### config.mk
export PLATFORM = sky130hd
export DESIGN_NAME = gmt_front
export DESIGN_NICKNAME = d
export VERILOG_FILES = /design/src/design/gmt_pkg.sv /design/src/design/gmt_front.sv
export SDC_FILE = /design/constraint.sdc
export NUM_CORES = 1
export LEC_CHECK = 0
export CORE_AREA = 2 2 50 70
export DETAILED_ROUTE_END_ITERATION = 8
export DIE_AREA = 0 0 52 72
export DONT_BUFFER_PORTS = 1
export PLACE_DENSITY = 0.77
export RECOVER_POWER = 100
export SLEW_MARGIN = 20
export SYNTH_ARGS = -nofsm -noshare
export SYNTH_HDL_FRONTEND = slang
export SYNTH_SLANG_ARGS = --single-unit
### constraint.sdc
create_clock -name clk_i -period 2.1 [get_ports clk_i]
set_input_delay 0.105 -clock clk_i [delete_from_list [all_inputs] [get_ports clk_i]]
set_output_delay 0.105 -clock clk_i [all_outputs]
set_load 0.1 [all_outputs]
### src/design/gmt_pkg.sv
// Shared types and constants for the grid mesh tessellation unit.
// No dependencies.
`timescale 1ns / 1ps

package gmt_pkg;

  localparam int ROW_DEPTH = 1024;
  localparam int ADDR_W    = $clog2(ROW_DEPTH);
  localparam int WIDTH_W   = 11;
  localparam int IDX_W     = 16;
  localparam int LEAK_W    = 32;
  localparam int EPOCH_W   = 4;
  localparam int SLOT_N    = 10;

  typedef struct packed {
    logic             occ;
    logic             hull;
    logic [IDX_W-1:0] idx;
  } cell_t;

  typedef struct packed {
    cell_t below;
    cell_t middle;
  } row_pair_t;

  typedef struct packed {
    logic [EPOCH_W-1:0] tag;
    row_pair_t          pair;
  } row_entry_t;

  typedef struct packed {
    logic  frame_start;
    cell_t pt;
  } item_t;

  typedef struct packed {
    logic pop;
    logic init_busy;
  } back_stat_t;

  typedef enum logic [1:0] {
    KIND_LEAK   = 2'd0,
    KIND_SPRING = 2'd1,
    KIND_TRI    = 2'd2
  } kind_e;

  typedef enum logic [3:0] {
    SLOT_LEAK     = 4'd0,
    SLOT_SPR_E    = 4'd1,
    SLOT_TRI_E    = 4'd2,
    SLOT_TRI_ES   = 4'd3,
    SLOT_SPR_SE   = 4'd4,
    SLOT_TRI_SE   = 4'd5,
    SLOT_SPR_S    = 4'd6,
    SLOT_TRI_S    = 4'd7,
    SLOT_SPR_SW   = 4'd8,
    SLOT_TRI_SW   = 4'd9
  } slot_e;

  typedef enum logic [2:0] {
    ST_CLR,
    ST_RD0,
    ST_RD1,
    ST_RD2,
    ST_RD3,
    ST_EMIT
  } back_state_e;

  typedef struct packed {
    kind_e             kind;
    logic [IDX_W-1:0]  first;
    logic [IDX_W-1:0]  second;
    logic [IDX_W-1:0]  third;
    logic [LEAK_W-1:0] leak;
    logic              last;
  } record_t;

endpackage

### src/design/gmt_front.sv
// Input side: takes cell beats, packs them into cells and queues them.
// Depends on gmt_pkg.
`timescale 1ns / 1ps

module gmt_front (
  input  logic               clk_i,
  input  logic               rst_ni,
  input  logic               s_tvalid,
  output logic               s_tready,
  input  logic [23:0]        s_tdata,   // occupied, point_index[15:0], is_hull, pad
  input  logic [0:0]         s_tuser,   // frame_start
  input  gmt_pkg::back_stat_t stat_i,
  output gmt_pkg::item_t     head_o,
  output logic               head_valid_o
);
  import gmt_pkg::*;

  item_t      q_mem [2];
  logic       wr_ptr_q, wr_ptr_d, rd_ptr_q, rd_ptr_d;
  logic [1:0] cnt_q, cnt_d;
  logic       push;
  item_t      in_item;

  assign s_tready     = (cnt_q != 2'd2) && !stat_i.init_busy;
  assign push         = s_tvalid && s_tready;
  assign head_valid_o = cnt_q != 2'd0;
  assign head_o       = q_mem[rd_ptr_q];

  always_comb begin
    in_item.frame_start = s_tuser[0];
    in_item.pt.occ      = s_tdata[0];
    in_item.pt.hull     = s_tdata[0] & s_tdata[17];
    in_item.pt.idx      = s_tdata[0] ? s_tdata[16:1] : '0;
    wr_ptr_d = wr_ptr_q ^ push;
    rd_ptr_d = rd_ptr_q ^ stat_i.pop;
    cnt_d    = cnt_q + {1'b0, push} - {1'b0, stat_i.pop};
  end

  always_ff @(posedge clk_i) begin
    if (push) begin
      q_mem[wr_ptr_q] <= in_item;
    end
  end

  always_ff @(posedge clk_i or negedge rst_ni) begin
    if (!rst_ni) begin
      wr_ptr_q <= 1'b0;
      rd_ptr_q <= 1'b0;
      cnt_q    <= 2'd0;
    end else begin
      wr_ptr_q <= wr_ptr_d;
      rd_ptr_q <= rd_ptr_d;
      cnt_q    <= cnt_d;
    end
  end

endmodule

## After elaboration in Yosys (flattened, before gate mapping)

Memory sizes are Yosys's and may differ from the RTL's.
Index checks and enable logic that the tools add are counted.
Widths: inputs -> output; s select.

| word-level totals | value |
|---|---|
| bits in latches | 0 |
| ROM bits | 0 |
| input port bits | 30 |
| bits in writable memories | 38 |
| memories kept | 1 |
| register bits after elaboration | 4 |
| output and inout port bits | 21 |

| cells by class | value |
|---|---|
| reductions and logical operators | 4 |
| $add $sub $neg | 2 |
| $lt $le $gt $ge | 0 |
| muxes and demuxes | 3 |
| multipliers | 0 |
| shifts and indexed selects | 0 |
| bitwise logic cells | 3 |
| eq/ne operators | 1 |
| divide/modulo/power cells | 0 |

Memory list:

| name | words | width | rd ports | clocked after Yosys merged registers in | write ports | line | RTL |
|---|---|---|---|---|---|---|---|
| q_mem | 2 | 19 | 1 | 0 | 1 | gmt_front.sv:18 | `item_t q_mem [2];` |

Operators with widths:

| kind | count |
|---|---|
| $mux 16 | 1 |
| $add 2x1->2 | 1 |
| $logic_and 1x1->1 | 2 |
| $mux 1 | 2 |
| $ne 2x2->1 const B | 1 |
| $reduce_bool 2->1 | 1 |
| $sub 2x1->2 | 1 |
| $xor 1x1->1 | 2 |
| $and 1x1->1 | 1 |
| $logic_not 1->1 | 1 |

## Depth between registers and ports, before layout

| depth | value |
|---|---|
| depth after elaboration | 5 |
| mapped depth | 7 |
| mapped depth without buffers | 7 |

## Worst setup path after synthesis

No wires, ideal clock.

| timing path | value |
|---|---|
| path type | register -> output |
| start | reg cnt_q[1] |
| end | out s_tready |
| data required time | 1.995 ns |
| buffers on the path | 0 |
| arrival | 1.830 ns |
| slack | 0.165 ns |
| cell stages (with the launch flop) | 3 |
| cells stage by stage | dfrtp_1 -> nand2b_1 -> nor2b_1 |

| on the way | value |
|---|---|
| word-level cells in the longest chain between the ends | 2 |

Ends and longest elaborated chain:

| element | line | RTL |
|---|---|---|
| start, declared | gmt_front.sv:20 | `logic [1:0] cnt_q, cnt_d;` |
| start signal, assigned | gmt_front.sv:53 | `cnt_q <= cnt_d;` |
| $ne 2x2->1 | gmt_front.sv:24 | `assign s_tready = (cnt_q != 2'd2) && !stat_i.init_busy;` |
| $logic_and 1x1->1 | gmt_front.sv:24 |  |
| end, declared | gmt_front.sv:9 | `output logic s_tready,` |

Every way passes these cells.

==> key figures <==
Status
  • Outcome: completed

Min path
  • Hold depth: 1
  • HP Class: primary input to register
  • WHS Endpoint: q_mem[1][9]
  • Min-Delay Startpoint: s_tdata[10]

Clocking
  • Cts bufs inserted: 5
  • CTS max path bufs: 2
  • Clock Tree Root: clkbuf_8
  • Clk sink count: 42
  • Clock transition at path regs: 70 ps
  • Clock tree from TritonCTS: done
  • Resized Gates After CTS: 0
  • Worst-Skew Late Latency: 280 ps
  • H-tree Lvls: 2

Run
  • Max-cap violation count: 0

Placed design
  • Cell Area, Placed: 0.00184 mm2
  • Detailed placer's ending HPWL: approximately 1800 um
  • Post-Place Worst Slack: 471 ps
  • Cell count after placement: 137
  • Buffers on Ports: 0
  • Final GP Congestion: 0.640

Die
  • DIE WIDTH: approximately 52 um
  • Die height: ~72 um
  • Count of boundary I/O pins: 51
  • Row cnt: 24
  • Core area: 0.00309 mm2
  • Starting Density: 57.6%
  • Die ar.: 0.00374 mm2

STA
  • Slew Viols, Final: 0
  • Fmax: 0.554 GHz
  • Final worst slack: 294 ps
  • Final period utilization: a little under nine tenths
  • Setup Viol. Count Final: 0
  • Max-slew headroom: a little under two fifths
  • Clk_skew: 1.62 ps
  • RSZ-0062 raised after global routing: no
  • Tmin final: 1810 ps
  • Slew @ Worst Pin: around 930 ps
  • Setup TNS: 0 ps
  • Hold violation total from the final report: 0

Yosys
  • Post-synthesis sequential area ratio: 69.6%
  • Cell count after synthesis: 97
  • Mapped Area: between 0.0015 and 0.002 mm2
  • Syn Area/Cell: 18.4 um2
  • Count of different cell masters after synthesis: 14
  • Mapped Nets: 131
  • Synth Register Bits: 42
  • YS warnings: 0

Global route
  • Gr ovfl total: 0
  • First-pass GRT wire length: 3950 um
  • Largest net degree at the start of global routing: 20
  • Vias in the first global route: 882
  • Initial antenna violation count: 0
  • GRT Total Usage: 15.7%

Worst setup path
  • Worst Reg-to-Reg Cells: 4
  • Flop-to-flop setup slack: 450 ps
  • RR Startpoint: cnt_q[1]
  • Crit-path max FO: 19
  • CP Launch Type: register
  • Reg-to-reg endpoint: q_mem[0][17]
  • CP required: 2000 ps
  • CP arrival: 1700 ps
  • Crit. End Element: output pin
  • Crit Path Category: register to output pin

Finish
  • Layout cells sized above 1: between 20 and 30%
  • Commonest non-fill, non-tap cell in the layout: edfxtp_1
  • Final #Nets: roughly 140
  • Fillcell total: 211
  • Most frequent cells in the layout: edfxtp_1 (38), mux2_4 (19), and2_0 (18), clkbuf_8 (5)
  • P&R area growth vs syn: 9.54%
  • Final instance area: 0.00195 mm2
  • Reg area: 0.00124 mm2
  • Final Non-Filler Cells: 149
  • Diodes inserted: 0
  • Area of the multi-input gates: slightly above 500 um2

Route
  • Routed Antenna Nets: 0
  • DRT Wirelength: 2480 um
  • Vias per cell: 5.36
  • Initial DRT Pass Iterations: 4
  • Number of remaining DRC errors: 0
  • Via Count: 799
  • WL per Instance: 16.6 um
  • DRT iter0 DRCs: 33
[worst max-delay path by stage]
stage                        start      endpoint  slack [ps]  depth (start not counted)
final                     rd_ptr_q    head_o[17]         290                          2
after global routing      rd_ptr_q    head_o[13]         210                          2
after CTS                 cnt_q[1]  q_mem[0][17]         460                          4
after detailed placement  cnt_q[1]  q_mem[0][17]         470                          4
after global placement    cnt_q[1]   q_mem[0][1]         540                          4
after floorplan           cnt_q[1]      s_tready         160                          2
[flip-flops by register name (all words and copies together) (netlist names)]
signal / flops
rd_ptr_q: 1
wr_ptr_q: 1
cnt_q: 2
q_mem: 38
[repair_timing]
action                                 4_1_cts  5_1_grt
hold buffers                                 4        0
endpoints found under the hold margin        9        0
buffers inserted                             0        0
[stage by stage]
stage               util [%]  hold slack, ps
finish                  63.1            53.8
global route            63.1            57.2
CTS                     63.3            32.1
detailed placement      59.4            -190
global placement        59.4            -190
floorplan                  -            -191
[layout make-up]
cell class | count | area share [%]
inverter | 3 | 0.577
multi-input combinational | 49 | 25.9
timing repair buffer | 8 | 3.33
clock buffer | 6 | 3.72
sequential | 42 | 63.5
tap | 39 | 2.50
clock inverter | 2 | 0.448
[synthesized netlist by cell type (all sizes together)]
cell type / n / area share (%)
or2: 1 / 0.35
and2: 18 / 6.3
nand2b: 1 / 0.35
mux2: 19 / 16
ha: 4 / 2.8
dfrtp: 4 / 5.6
clkbuf: 1 / 0.28
xnor2: 2 / 0.98
xor2: 1 / 0.49
buf: 2 / 1.3
nand2: 1 / 0.21
edfxtp: 38 / 64
nor2b: 2 / 0.70
inv: 3 / 0.63
[critical path, cell delays in order (launching register included)]
cell,delay [ps]
dfrtp_1,370
clkbuf_2,540
mux2_4,490
[routing by layer]
layer  vias to the layer above  global-route usage [%]  wire [um]
met5                         -                       0          0
met4                         0                    10.5         64
met3                         5                    6.58        207
met2                        35                    28.3       1400
met1                       388                    13.1        804
li1                        371                       -          -
[cells by family (layout without fill, tap and decap cells)]
family,after synthesis,count (layout),synth area share (%)
xor+xnor,3,3,1.47
flops,42,42,69.6
mux,19,19,16.0
buf+inv,6,19,2.18
fa+ha+maj,4,4,2.81
simple gates,23,23,7.93
Power is not shown: default switching activity piles up to over one toggle a cycle in this logic, so the estimate is an artifact.
